==> config.mk <==
export PLATFORM = sky130hd
export DESIGN_NAME = ffha_ctrl
export DESIGN_NICKNAME = d
export VERILOG_FILES = /design/src/hdl/ffha_pkg.sv /design/src/hdl/ffha_ctrl.sv
export SDC_FILE = /design/constraint.sdc
export NUM_CORES = 1
export LEC_CHECK = 0
export ABC_AREA = 0
export BUFFER_PORTS_ARGS = -buffer_cell sky130_fd_sc_hd__buf_4
export CAP_MARGIN = 20
export CORE_UTILIZATION = 60
export CTS_BUF_LIST = sky130_fd_sc_hd__clkbuf_8
export DETAILED_ROUTE_END_ITERATION = 10
export GPL_TIMING_DRIVEN = 0
export HOLD_SLACK_MARGIN = 0.06
export PLACE_DENSITY = 0.8
export REMOVE_ABC_BUFFERS = 1
export SLEW_MARGIN = 20
export SYNTH_ARGS = -nofsm -noshare
export SYNTH_HDL_FRONTEND = slang
export SYNTH_SLANG_ARGS = --single-unit
==> constraint.sdc <==
create_clock -name i_clk -period 14.45 [get_ports i_clk]
set_input_delay 2.89 -clock i_clk [delete_from_list [all_inputs] [get_ports i_clk]]
set_output_delay 2.89 -clock i_clk [all_outputs]
set_load 0.01 [all_outputs]
==> src/hdl/ffha_pkg.sv <==
// ----------------------------------------------------------------------------
// ffha_pkg
// Shared types and constants for the first-fit heap allocator.
// ----------------------------------------------------------------------------
package ffha_pkg;

    localparam int HEAP_BYTES_DEF = 65536;
    localparam int ALIGNMENT      = 8;
    localparam int HDR_GRANULES   = 3;
    localparam int MIN_GRANULES   = 5;

    localparam int FM_SIZE  = 0;
    localparam int FM_ALLOC = 1;
    localparam int FM_NEXT  = 2;
    localparam int FM_PREV  = 3;

    typedef enum logic {
        K_ALLOC = 1'b0,
        K_FREE  = 1'b1
    } t_kind;

    typedef enum logic [1:0] {
        ST_ALLOCATED = 2'd0,
        ST_NO_MEMORY = 2'd1,
        ST_FREED     = 2'd2,
        ST_IGNORED   = 2'd3
    } t_status;

    typedef struct packed {
        t_kind       kind;
        logic [16:0] request_bytes;
        logic [15:0] release_offset;
    } t_in_item;

    typedef struct packed {
        t_status     status;
        logic [15:0] payload_offset;
    } t_out_item;

    typedef struct packed {
        logic       we;
        logic [3:0] mask;
        logic       re;
    } t_ram_ctl;

    typedef enum logic [4:0] {
        S_INIT,
        S_IDLE,
        S_A_CHK,
        S_A_UNP,
        S_A_UNN,
        S_A_REM,
        S_A_OLDH,
        S_A_FIN,
        S_F_CHK,
        S_F_PUSH,
        S_F_OLDH,
        S_F_NRD,
        S_F_NCHK,
        S_F_NUNP,
        S_F_NUNN,
        S_F_NSZ,
        S_F_WST,
        S_F_WCHK,
        S_F_GUNP,
        S_F_GUNN,
        S_F_CSZ,
        S_DONE
    } t_state;

endpackage

==> src/hdl/ffha_ctrl.sv <==
// ----------------------------------------------------------------------------
// ffha_ctrl
// Sequencer that walks the free list and edits block headers in memory.
// ----------------------------------------------------------------------------
module ffha_ctrl
    import ffha_pkg::*;
#(
    parameter int HEAP_BYTES = HEAP_BYTES_DEF,
    parameter int GW = $clog2(HEAP_BYTES / ALIGNMENT),
    parameter int HW = 3 * GW + 4
) (
    input  logic          i_clk,
    input  logic          i_rst_n,
    input  logic          i_in_valid,
    output logic          o_in_ready,
    input  t_in_item      i_in_item,
    output logic          o_done,
    output t_out_item     o_res,
    input  logic          i_slot_free,
    output t_ram_ctl      o_ram,
    output logic [GW-1:0] o_waddr,
    output logic [HW-1:0] o_wdata,
    output logic [GW-1:0] o_raddr,
    input  logic [HW-1:0] i_rdata
);

    localparam int GRAN = HEAP_BYTES / ALIGNMENT;
    localparam int CW   = (GW + 2 > 16) ? GW + 2 : 16;
    localparam logic [CW-1:0] GRAN_C = CW'(GRAN);

    typedef struct packed {
        logic [GW:0]   size;
        logic          alloc;
        logic [GW-1:0] next;
        logic          hn;
        logic [GW-1:0] prev;
        logic          hp;
    } t_hdr;

    t_state        r_state, n_state;
    logic [GW-1:0] r_head, n_head;
    logic          r_hvalid, n_hvalid;
    logic [CW-1:0] r_total, n_total;
    logic [GW-1:0] r_cur, n_cur;
    t_hdr          r_hdr, n_hdr;
    logic [GW-1:0] r_g, n_g;
    logic [CW-1:0] r_gsize, n_gsize;
    logic [GW-1:0] r_gnext, n_gnext;
    logic          r_ghn, n_ghn;
    t_status       r_status, n_status;
    logic [15:0]   r_off, n_off;

    t_hdr          h;
    t_hdr          w;
    logic          accept;
    logic [17:0]   req_up;
    logic [14:0]   req_g;
    logic [15:0]   tot;
    logic [15:0]   off_m;
    logic [CW-1:0] g_ext;
    logic          f_bad;
    logic          hit;
    logic          split;
    logic [GW-1:0] rem;
    logic [CW-1:0] nx;
    logic          adj;
    logic [CW+3:0] off_full;

    assign h      = t_hdr'(i_rdata);
    assign accept = i_in_valid && o_in_ready;

    always_comb begin
        req_up = {1'b0, i_in_item.request_bytes} + 18'd7;
        req_g  = (i_in_item.request_bytes == '0) ? 15'd1 : req_up[17:3];
        tot    = {1'b0, req_g} + 16'(HDR_GRANULES);
        if (tot < 16'(MIN_GRANULES)) begin
            tot = 16'(MIN_GRANULES);
        end
        off_m = i_in_item.release_offset - 16'd24;
        g_ext = CW'(off_m[15:3]);
        f_bad = (i_in_item.release_offset < 16'd24) ||
                (i_in_item.release_offset[2:0] != 3'd0) || (g_ext >= GRAN_C);
        hit   = CW'(h.size) >= r_total;
        split = CW'(r_hdr.size) >= r_total + CW'(MIN_GRANULES);
        rem   = r_cur + r_total[GW-1:0];
        nx    = CW'(r_g) + r_gsize;
        adj   = CW'(r_cur) + CW'(h.size) == CW'(r_g);
        off_full = {CW'(r_cur), 3'b000} + (CW + 4)'(24);
    end

    always_comb begin
        n_state = r_state;
        unique case (r_state)
            S_INIT:   n_state = S_IDLE;
            S_IDLE: begin
                if (accept) begin
                    if (i_in_item.kind == K_ALLOC) begin
                        n_state = r_hvalid ? S_A_CHK : S_DONE;
                    end else begin
                        n_state = f_bad ? S_DONE : S_F_CHK;
                    end
                end
            end
            S_A_CHK: begin
                if (hit) begin
                    n_state = S_A_UNP;
                end else if (!h.hn) begin
                    n_state = S_DONE;
                end
            end
            S_A_UNP:  n_state = S_A_UNN;
            S_A_UNN:  n_state = split ? S_A_REM : S_A_FIN;
            S_A_REM:  n_state = S_A_OLDH;
            S_A_OLDH: n_state = S_A_FIN;
            S_A_FIN:  n_state = S_DONE;
            S_F_CHK:  n_state = h.alloc ? S_F_PUSH : S_DONE;
            S_F_PUSH: n_state = S_F_OLDH;
            S_F_OLDH: n_state = (nx < GRAN_C) ? S_F_NRD : S_F_WST;
            S_F_NRD:  n_state = S_F_NCHK;
            S_F_NCHK: n_state = h.alloc ? S_F_WST : S_F_NUNP;
            S_F_NUNP: n_state = S_F_NUNN;
            S_F_NUNN: n_state = S_F_NSZ;
            S_F_NSZ:  n_state = S_F_WST;
            S_F_WST:  n_state = (r_g != '0 && r_hvalid) ? S_F_WCHK : S_DONE;
            S_F_WCHK: begin
                if (adj) begin
                    n_state = S_F_GUNP;
                end else if (!h.hn) begin
                    n_state = S_DONE;
                end
            end
            S_F_GUNP: n_state = S_F_GUNN;
            S_F_GUNN: n_state = S_F_CSZ;
            S_F_CSZ:  n_state = S_DONE;
            S_DONE:   n_state = i_slot_free ? S_IDLE : S_DONE;
            default:  n_state = S_IDLE;
        endcase
    end

    always_comb begin
        n_head   = r_head;
        n_hvalid = r_hvalid;
        n_total  = r_total;
        n_cur    = r_cur;
        n_hdr    = r_hdr;
        n_g      = r_g;
        n_gsize  = r_gsize;
        n_gnext  = r_gnext;
        n_ghn    = r_ghn;
        n_status = r_status;
        n_off    = r_off;
        o_ram    = '0;
        o_waddr  = '0;
        o_raddr  = '0;
        w        = '0;
        o_in_ready = 1'b0;
        o_done     = 1'b0;
        unique case (r_state)
            S_INIT: begin
                o_ram.we   = 1'b1;
                o_ram.mask = 4'b1111;
                w.size     = (GW + 1)'(GRAN);
                n_head     = '0;
                n_hvalid   = 1'b1;
            end
            S_IDLE: begin
                o_in_ready = 1'b1;
                if (accept) begin
                    n_off = '0;
                    if (i_in_item.kind == K_ALLOC) begin
                        n_total  = CW'(tot);
                        n_status = ST_NO_MEMORY;
                        o_ram.re = r_hvalid;
                        o_raddr  = r_head;
                        n_cur    = r_head;
                    end else begin
                        n_status = ST_IGNORED;
                        n_g      = g_ext[GW-1:0];
                        o_ram.re = !f_bad;
                        o_raddr  = g_ext[GW-1:0];
                    end
                end
            end
            S_A_CHK: begin
                if (hit) begin
                    n_hdr = h;
                end else if (h.hn) begin
                    o_ram.re = 1'b1;
                    o_raddr  = h.next;
                    n_cur    = h.next;
                end
            end
            S_A_UNP, S_F_NUNP: begin
                if (r_hdr.hp) begin
                    o_ram.we   = 1'b1;
                    o_ram.mask[FM_NEXT] = 1'b1;
                    o_waddr    = r_hdr.prev;
                    w.next     = r_hdr.next;
                    w.hn       = r_hdr.hn;
                    if (r_state == S_F_NUNP && r_hdr.prev == r_g) begin
                        n_gnext = r_hdr.next;
                        n_ghn   = r_hdr.hn;
                    end
                end else begin
                    n_head   = r_hdr.next;
                    n_hvalid = r_hdr.hn;
                end
            end
            S_A_UNN, S_F_NUNN: begin
                o_ram.we = r_hdr.hn;
                o_ram.mask[FM_PREV] = 1'b1;
                o_waddr  = r_hdr.next;
                w.prev   = r_hdr.prev;
                w.hp     = r_hdr.hp;
                if (r_state == S_F_NUNN) begin
                    n_gsize = r_gsize + CW'(r_hdr.size);
                end
            end
            S_A_REM: begin
                o_ram.we   = 1'b1;
                o_ram.mask = 4'b1111;
                o_waddr    = rem;
                w.size     = r_hdr.size - r_total[GW:0];
                w.next     = r_head;
                w.hn       = r_hvalid;
            end
            S_A_OLDH: begin
                o_ram.we = r_hvalid;
                o_ram.mask[FM_PREV] = 1'b1;
                o_waddr  = r_head;
                w.prev   = rem;
                w.hp     = 1'b1;
                n_head   = rem;
                n_hvalid = 1'b1;
                n_hdr.size = r_total[GW:0];
            end
            S_A_FIN: begin
                o_ram.we = 1'b1;
                o_ram.mask[FM_SIZE]  = 1'b1;
                o_ram.mask[FM_ALLOC] = 1'b1;
                o_waddr  = r_cur;
                w.size   = r_hdr.size;
                w.alloc  = 1'b1;
                n_status = ST_ALLOCATED;
                n_off    = off_full[15:0];
            end
            S_F_CHK: begin
                n_gsize = CW'(h.size);
            end
            S_F_PUSH: begin
                o_ram.we = 1'b1;
                o_ram.mask[FM_ALLOC] = 1'b1;
                o_ram.mask[FM_NEXT]  = 1'b1;
                o_ram.mask[FM_PREV]  = 1'b1;
                o_waddr  = r_g;
                w.next   = r_head;
                w.hn     = r_hvalid;
                n_gnext  = r_head;
                n_ghn    = r_hvalid;
                n_status = ST_FREED;
            end
            S_F_OLDH: begin
                o_ram.we = r_hvalid;
                o_ram.mask[FM_PREV] = 1'b1;
                o_waddr  = r_head;
                w.prev   = r_g;
                w.hp     = 1'b1;
                n_head   = r_g;
                n_hvalid = 1'b1;
            end
            S_F_NRD: begin
                o_ram.re = 1'b1;
                o_raddr  = nx[GW-1:0];
            end
            S_F_NCHK: begin
                n_hdr = h;
            end
            S_F_NSZ: begin
                o_ram.we = 1'b1;
                o_ram.mask[FM_SIZE] = 1'b1;
                o_waddr  = r_g;
                w.size   = r_gsize[GW:0];
            end
            S_F_WST: begin
                o_ram.re = r_g != '0 && r_hvalid;
                o_raddr  = r_head;
                n_cur    = r_head;
            end
            S_F_WCHK: begin
                if (adj) begin
                    n_hdr = h;
                end else if (h.hn) begin
                    o_ram.re = 1'b1;
                    o_raddr  = h.next;
                    n_cur    = h.next;
                end
            end
            S_F_GUNP: begin
                n_head   = r_gnext;
                n_hvalid = r_ghn;
            end
            S_F_GUNN: begin
                o_ram.we = r_ghn;
                o_ram.mask[FM_PREV] = 1'b1;
                o_waddr  = r_gnext;
            end
            S_F_CSZ: begin
                o_ram.we = 1'b1;
                o_ram.mask[FM_SIZE] = 1'b1;
                o_waddr  = r_cur;
                w.size   = r_hdr.size + r_gsize[GW:0];
            end
            S_DONE: begin
                o_done = i_slot_free;
            end
            default: begin
            end
        endcase
    end

    assign o_wdata = HW'(w);
    assign o_res   = '{status: r_status, payload_offset: r_off};

    always_ff @(posedge i_clk) begin
        if (!i_rst_n) begin
            r_state  <= S_INIT;
            r_head   <= '0;
            r_hvalid <= 1'b0;
        end else begin
            r_state  <= n_state;
            r_head   <= n_head;
            r_hvalid <= n_hvalid;
        end
        r_total  <= n_total;
        r_cur    <= n_cur;
        r_hdr    <= n_hdr;
        r_g      <= n_g;
        r_gsize  <= n_gsize;
        r_gnext  <= n_gnext;
        r_ghn    <= n_ghn;
        r_status <= n_status;
        r_off    <= n_off;
    end

    a_no_rw_clash: assert property (@(posedge i_clk) disable iff (!i_rst_n)
        !(o_ram.we && o_ram.re && o_waddr == o_raddr))
        else $error("header read and write hit the same entry");

    a_accept_leaves_idle: assert property (@(posedge i_clk) disable iff (!i_rst_n)
        accept |=> r_state != S_IDLE)
        else $error("accepted item did not start work");

    a_done_from_done: assert property (@(posedge i_clk) disable iff (!i_rst_n)
        o_done |-> r_state == S_DONE && i_slot_free)
        else $error("result issued outside the done state");

endmodule

### Yosys cells after proc, flatten, opt, wreduce, memory -nomap -nowiden

Index checks and enable logic that the tools add are counted.

* $add $sub $neg: 11
* magnitude comparators: 5
* equality and inequality tests: 33
* mux-type cells: 69
* bitwise gates (word level): 1
* reductions and logical operators: 41

Operators by type and width (count)
* $mux 13: 14
* $pmux 13 s5: 2
* $pmux 5 s20: 1
* $pmux 13 s7: 1
* $mux 43: 2
* $pmux 28 s3: 1
* $pmux 14 s5: 1
* $pmux 16 s2: 2
* $pmux 14 s4: 1
* $mux 5: 11
* $pmux 13 s4: 1
* $pmux 14 s3: 1
* $eq 5x4->1 const B: 8
* $ge 14x16->1: 2
* $mux 16: 2
* $eq 5x5->1 const B: 6
* $pmux 14 s2: 1
* $pmux 13 s2: 1
* $eq 5x3->1 const B: 4
* $ne 2x2->1 const B: 10
* $add 17x3->18 const B: 1
* $logic_not 17->1: 1
* $add 13x16->16: 1
* $add 15x2->16 const B: 1
* 43 further kinds: 84

* register bits: 151
* input bits: 81
* output and inout port bits: 95
* logic and storage cells: 176

### Depth between registers and ports, before layout

Gate-level depths: netlist (run 1).

* word-level depth: 6
* gate-level depth with buffers: 19
* mapped depth without buffers: 16

### Worst setup path before layout (run 1)

No wires, ideal clock.

* kind: input port to output port
* start point: in i_rdata[29]
* end point: out o_raddr[12]
* arrival: 5458 ps
* data required time: 11560 ps
* path slack: 6102 ps
* stages on the path: 11
* buffers on the path: 1
* path through: ha_1 > fa_1 > a21o_1 > a221oi_2 > xnor2_1 > or4b_1 > nor4_1 > o211a_1 > a31o_4 > buf_6 > o221ai_2

* word-level cells in the longest chain between the ends: 4
* elaborated cells on any way between the ends: 6
* classes of those cells: 1 x add/sub; 1 x order compare; 1 x eq/ne; 3 x mux

RTL lines
* from (decl): RTL line ffha_ctrl.sv:24 `input logic [HW-1:0] i_rdata`
* $add 13x14->15: RTL line ffha_ctrl.sv:87 `adj = CW'(r_cur) + CW'(h.size) == CW'(r_g);`
* $eq 15x13->1: RTL line ffha_ctrl.sv:87
* $mux 13: RTL line ffha_ctrl.sv:290 `if (adj) begin`
* $pmux 13 s5 *: RTL line ffha_ctrl.sv:158 `unique case (r_state)`
* to (decl): RTL line ffha_ctrl.sv:23 `output logic [GW-1:0] o_raddr,`

Mark *: on every way between the ends. The rest lies on a longest branch, timed or not.

### Final worst setup path (run 1)

* start point: in i_rdata[29]
* end point: out o_raddr[9]

Same word-level chain as after synthesis.

==> flow_summary.json, run 1 <==
{
  "hold_buffers": 0,
  "postCtsSetupRepairBufs": 0,
  "p_switching_uw": 445,
  "power.ir.vdd_worst_v": 0.0000846,
  "pin_count": 176,
  "netlist-cell-type-count": 80,
  "postCtsResizedCells": 0,
  "drtAntennaViolNets": 0,
  "sequential_fraction_of_design_power_pct": 43.4,
  "core-area_mm2": 0.0210,
  "clkSinkCount": 148,
  "globalRouteTotalUtil_pct": 41.7,
  "die-area_mm2": 0.0220,
  "ctsHtreeMaxLevel": 4,
  "finalHoldViolations": 0,
  "worst_setup_path_end_kind": "primary output",
  "switching_power_share_of_the_total_pct": 36.5,
  "clock-root-buffer": "sky130_fd_sc_hd__clkbuf_8",
  "p_int_uw": 775,
  "power_dens_cells_mw_per_mm2": 82.4,
  "grt_pass1_vias": 11900,
  "synth_xor_area_share_pct": 8.91,
  "drcViolationCount": 0,
  "drtIter0Drc": 2182,
  "share_clk_of_total_power_pct": 28.2,
  "synth_warnings": 0,
  "postRouteWirelength_um": 45700,
  "avgViaCountPerCell": 6.89,
  "synth.ff_latch_count": 148,
  "die_x_um": 148,
  "num_rows": 53,
  "postSynthCellCount": 1438,
  "grt_setup_unrepaired": "no",
  "cts_made_buffers": 17,
  "place.port_buffers": 172,
  "r2r_cells": 10,
  "startpoint_type": "primary input",
  "synth-compound-area-share_pct": 23.4,
  "synthSimpleGateAreaFrac_pct": 17.5,
  "share_of_the_clock_period_used_by_the_worst_path_pct": 65.2,
  "cp.arrival_ns": 6.53,
  "hpwlAfterDp_um": 34400,
  "flow.area_growth_from_synthesis_pct": 15.3,
  "reg2reg_from": "r_cur[0]",
  "layout.cells.non_filler": 1863,
  "post-synth-top-area-fraction_pct": 30.2,
  "yosys.area_share.adder_pct": 10.5,
  "yosys-mux-area-fraction_pct": 2.69,
  "nNetsFinal": 1760,
  "min-delay-start": "r_gnext[5]",
  "asyncSetResetFlopFracSynth_pct": 0,
  "yosys.area.top_type": "sky130_fd_sc_hd__edfxtp_1",
  "leakagePower_nw": 6.03,
  "floorplan.initialDensity_pct": 61.1,
  "ys.flop_type": "sky130_fd_sc_hd__edfxtp_1",
  "largest_net_degree_at_the_start_of_global_routing": 31,
  "dominant_combinational_cell_family_by_area_after_synthesis": "compound AO/OA/AOI/OAI gates",
  "syn_area_mm2": 0.0128,
  "gp_congestion": 1.03,
  "first_pass_grt_wire_length_um": 68800,
  "synth_edf_count": 129,
  "vias": 12800,
  "grt_antenna_before_repair": 1,
  "wl_per_cell_um": 24.5,
  "worst_margin_pin_slew_ns": 1.16,
  "worst_clock_skew_ns": 0.0248,
  "worst-r2r-setup-slack_ns": 9.51,
  "hold_end": "r_head[5]",
  "max-slew-margin-rel_pct": 22.6,
  "worst_min_delay_path_class": "reg -> reg",
  "reg2reg_end": "r_hdr[42]",
  "critPathRequiredTime_ns": 11.56,
  "num_antenna_cells": 0,
  "achievable-frequency_ghz": 0.106,
  "layout_cell_share_with_drive_strength_beyond_1_pct": 17.8,
  "hold_depth": 2,
  "post-route-min-period_ns": 9.42,
  "synthesis.area_per_instance_um2": 8.93,
  "outcome": "finished clean",
  "tns_ns": 0,
  "comb_power_share_pct": 28.4,
  "cts_tree": "built",
  "utilization_pct": 70.4,
  "clk_latency_ns": 0.47,
  "path_max_fanout": 16,
  "post_cts_clock_slew_at_the_launch_and_capture_registers_of_the_worst_setup_and_hold_paths_ns": 0.10,
  "overall_overflow_remaining_after_global_route": 0,
  "final.fill_count": 1701,
  "dpl.cell_count": 1831,
  "yosysSeqAreaShare_pct": 33.1,
  "die_y_um": 148,
  "timing.setup.critical_path_class": "in -> out",
  "detailedRoute.firstPassIterationCount": 9,
  "yosys-top-cells-area": "sky130_fd_sc_hd__edfxtp_1, sky130_fd_sc_hd__ha_1, sky130_fd_sc_hd__xnor2_1, sky130_fd_sc_hd__nand2_1, sky130_fd_sc_hd__xor2_1",
  "max_cap_viol_count": 0,
  "setup_viol": 0,
  "final-max-slew-violation-count": 0,
  "cts_buffer_depth": 2
}
## worst max-delay path, cell delays in order
cell                       delay (ns)
sky130_fd_sc_hd__buf_4           0.15
sky130_fd_sc_hd__ha_1            0.25
sky130_fd_sc_hd__fa_1            0.43
sky130_fd_sc_hd__a21o_1          0.26
sky130_fd_sc_hd__a211oi_2        0.36
sky130_fd_sc_hd__nor4b_1         0.10
sky130_fd_sc_hd__or4b_1          0.51
sky130_fd_sc_hd__nor4_1          0.34
sky130_fd_sc_hd__o211a_1         0.37
sky130_fd_sc_hd__a31o_4          0.42
sky130_fd_sc_hd__o221ai_1        0.24
sky130_fd_sc_hd__buf_4           0.19
## power by group through the flow
stage | clock network [mW] | registers, mW | logic [mW]
6_report | 0.344 | 0.529 | 0.347
5_1_grt | 0.357 | 0.529 | 0.373
4_1_cts | 0.342 | 0.526 | 0.338
3_3_place_gp | 0 | 0.535 | 0.324
2_1_floorplan | 0 | 0.518 | 0.209
3_5_place_dp | 0 | 0.535 | 0.335
## synth_stat cells, drive strengths merged (28+ instances only)
cell and count:
a222oi 34, clkbuf 56, o21ai 98, ha 99
inv 55, xor2 57, xnor2 71, nor2 110
edfxtp 129, a21oi 89, mux2 28, a22oi 36
nor3 38, nand2 150, nand3 32
## per-layer routing
layer	vias up	wire length, um	track usage, %
li1	5732	-	-
met1	6018	18100	58.1
met2	955	20000	63.7
met3	134	5950	8.68
met4	0	1620	15.0
met5	-	0	0
## cell families after synthesis
family / after synthesis
adder cells (fa/ha/maj): 105
multiplexers: 31
flip-flops: 148
buffers and inverters: 123
other: 1
AO/OA/AOI/OAI: 432
XOR/XNOR: 129
AND/OR/NAND/NOR: 469
## flip-flops by register name, indices dropped and copies added (netlist names)
register  flops
r_cur        13
r_g          13
r_ghn         1
r_gnext      13
r_gsize      16
r_hdr        42
r_head       13
r_hvalid      1
r_off        13
r_state       5
r_status      2
r_total      16
## worst max path at each step
stage	start	to	depth (start not counted)
after floorplan	i_rdata[29]	o_raddr[9]	10
after global placement	i_rdata[29]	o_raddr[9]	12
after detailed placement	i_rdata[29]	o_raddr[9]	12
after CTS	i_rdata[29]	o_raddr[9]	12
after global routing	i_rdata[29]	o_raddr[9]	12
final	i_rdata[29]	o_raddr[9]	12
## layout make-up
| class | instances | area, um^2 | area share [%] |
|---|---|---|---|
| tap | 275 | 344 | 2.32 |
| inverter | 55 | 206 | 1.39 |
| sequential | 148 | 4250 | 28.7 |
| clock buffer | 17 | 234 | 1.58 |
| multi-input combinational | 1170 | 8170 | 55.2 |
| timing repair buffer | 183 | 1420 | 9.62 |
| clock inverter | 15 | 169 | 1.14 |
## metrics by stage
| stage | hold slack, ns | power (mW) | setup slack, ns | cell area (um^2) |
|---|---|---|---|---|
| after floorplan | 0.500 | 0.727 | 6.09 | 12600 |
| after global placement | 0.561 | 0.860 | 5.22 | 14200 |
| after detailed placement | 0.584 | 0.870 | 5.17 | 14400 |
| after CTS | 0.577 | 1.20 | 5.15 | 14800 |
| after global routing | 0.636 | 1.26 | 5.06 | 14800 |
| final | 0.591 | 1.22 | 5.03 | 14800 |
## cells in the final DEF, fill, tap and decap left out, drive strengths merged, types with 15 or more instances in the layout
master	synthesis	final
ha	99	99
nand3	32	32
a22oi	36	36
nor2b	19	19
nand2b	15	15
inv	55	64
a21oi	89	89
clkbuf	56	17
nor3	38	38
xnor2	71	71
buf	12	183
and2	15	15
and3	20	20
o21ai	98	98
nand4	15	15
nand2	150	150
nor2	110	110
a22o	20	20
a222oi	34	34
xor2	57	57
dfxtp	19	19
a21o	20	20
mux2	28	28
edfxtp	129	129
(Power assumes the default switching activity.)
==> inputs of run 2 (changes only) <==
Settings changed: CORE_UTILIZATION 60 to 55, PLACE_DENSITY 0.8 to 0.77.
Clock period 14.45 ns to 8.2 ns, I/O delays scaled along.
==> run 2 against run 1 <==
- register-to-register slack worse by 6.1 ns
- sequential power is 76% higher
- count of clock-buffer cells in the layout stayed put
- utilization is 5.1 points lower
- wire length is 0.48% higher
- critical path type unchanged
- critical endpoint unchanged
- largest power group unchanged
==> flow_summary.json, run 2 (synthesis gave the netlist of run 1 again) <==
{
  "overall_overflow_remaining_after_global_route": 0,
  "hold_buffers": 0,
  "wl_per_cell_um": 24.1,
  "pin_count": 176,
  "r2r_cells": 10,
  "worst_clock_skew_ns": 0.0216,
  "core-area_mm2": 0.0228,
  "post_cts_clock_slew_at_the_launch_and_capture_registers_of_the_worst_setup_and_hold_paths_ns": 0.09,
  "final.fill_count": 1929,
  "grt_setup_unrepaired": "no",
  "postLayoutCellArea_mm2": 0.0149,
  "clk_latency_ns": 0.50,
  "crit_slowest_cell": "sky130_fd_sc_hd__or4b_1",
  "gp_congestion": 1.01,
  "nNetsFinal": 1762,
  "postCtsSetupRepairBufs": 0,
  "path_max_fanout": 16,
  "layout_commonest_cell": "sky130_fd_sc_hd__buf_4",
  "share_of_the_clock_period_used_by_the_worst_path_pct": 82.7,
  "die_x_um": 155,
  "achievable-frequency_ghz": 0.147,
  "first_pass_grt_wire_length_um": 69000,
  "postPlaceCellArea_mm2": 0.0145,
  "cts_buffer_depth": 2,
  "critical_path_launch_point": "i_rdata[29]",
  "drcViolationCount": 0,
  "power_dens_cells_mw_per_mm2": 144,
  "die-area_mm2": 0.0240,
  "worst_min_delay_path_class": "reg -> reg",
  "finalHoldViolations": 0,
  "postRouteWirelength_um": 45900,
  "cts_tree": "built",
  "clkSinkCount": 148,
  "dpl.cell_count": 1871,
  "grt_pass1_vias": 11900,
  "largest_net_degree_at_the_start_of_global_routing": 31,
  "drtAntennaViolNets": 0,
  "tns_ns": 0,
  "layout_cell_share_with_drive_strength_beyond_1_pct": 17.9,
  "layout.cells.non_filler": 1903,
  "leakagePower_nw": 6.05,
  "startpoint_type": "primary input",
  "largest_register_ff_count": 42,
  "die_y_um": 155,
  "postCtsResizedCells": 0,
  "power.ir.vdd_worst_v": 0.000117,
  "num_rows": 55,
  "max-slew-margin-rel_pct": 17.5,
  "utilization_pct": 65.3,
  "worst_margin_pin_slew_ns": 1.24,
  "reg.largest.list": "r_hdr x42, r_gsize x16, r_total x16",
  "avgViaCountPerCell": 6.76,
  "cts_made_buffers": 17,
  "clock-root-buffer": "sky130_fd_sc_hd__clkbuf_8",
  "final-max-slew-violation-count": 0,
  "hpwlAfterDp_um": 34300,
  "detailedRoute.firstPassIterationCount": 8,
  "grt_antenna_before_repair": 0,
  "ctsHtreeMaxLevel": 4,
  "top_reg_by_flops": "r_hdr",
  "flow.area_growth_from_synthesis_pct": 15.9,
  "max_cap_viol_count": 0,
  "hold_depth": 2,
  "outcome": "finished clean",
  "min-delay-start": "r_head[10]",
  "drtIter0Drc": 1994,
  "setup_viol": 0,
  "place_ws_ns": 1.50,
  "post-route-worst-setup-slack_ns": 1.42,
  "top_library_cells_by_usage_in_the_layout_fill_and_taps_aside": "sky130_fd_sc_hd__buf_4, sky130_fd_sc_hd__nand2_1, sky130_fd_sc_hd__edfxtp_1",
  "vias": 12900,
  "floorplan.initialDensity_pct": 56.4,
  "post-route-min-period_ns": 6.78,
  "crit_path_cell_trace": "buf_4 > ha_1 > fa_1 > a21o_1 > a211oi_2 > nor4b_1 > or4b_1 > nor4_1 > o211a_1 > a31o_4 > o221ai_1 > buf_4",
  "max_stage_delay_ns": 0.51,
  "crit_path_frequent_cell": "sky130_fd_sc_hd__buf_4",
  "globalRouteTotalUtil_pct": 38.4,
  "cp.arrival_ns": 5.14,
  "timing.setup.critical_path_class": "in -> out",
  "place.port_buffers": 172,
  "num_antenna_cells": 0,
  "critPathRequiredTime_ns": 6.56,
  "worst_setup_path_end_kind": "primary output",
  "reg2reg_from": "r_cur[0]"
}
## run 2: cell types whose count changed in the layout (fill, tap and decap cells not counted), sizes merged
cell,delta
clkinvlp,-1
inv,+1
buf,+2
## run 2: worst max-delay path, delay by kind of cell
| family | cells | cell delay [ns] |
|---|---|---|
| AOI/OAI and AO/OA | 5 | 1.56 |
| buffers and inverters | 2 | 0.35 |
| and+or+nand+nor | 3 | 0.93 |
| adders and majority gates | 2 | 0.65 |
## run 2: stage by stage
step / hold slack (ns) / power (mW)
floorplan: 0.500 / 1.28
global placement: 0.569 / 1.51
detailed placement: 0.584 / 1.53
CTS: 0.600 / 2.13
global route: 0.629 / 2.22
finish: 0.613 / 2.15
## run 2: routing by layer
layer  vias up  wire length, um  global-route usage, %
met5         -                0                      0
met4         0             2530                   18.8
met3       176             5710                   8.94
met2       923            19600                   57.5
met1      6010            18100                   52.1
li1       5747                -                      -
## run 2: final cells by class
class                      count  area (um^2)  share of cell area, %
clock inverter                15          163                   1.09
timing repair buffer         185         1460                   9.80
sequential                   148         4250                   28.6
multi-input combinational   1170         8170                   54.9
clock buffer                  17          234                   1.57
tap                          313          392                   2.63
inverter                      55          206                   1.39
## run 2: worst paths after layout
kind	endpoint	slack, ns
worst max register to register	r_hdr[32]	3.45
worst min-delay path	r_head[10]	0.61
worst max-delay path	o_raddr[9]	1.42
worst min register to register	r_head[10]	0.61
## run 2: power by group
| part | internal (mW) | total, mW | switching (mW) |
|---|---|---|---|
| registers | 0.859 | 0.930 | 0.0713 |
| logic | 0.251 | 0.611 | 0.360 |
| clock network | 0.254 | 0.606 | 0.352 |
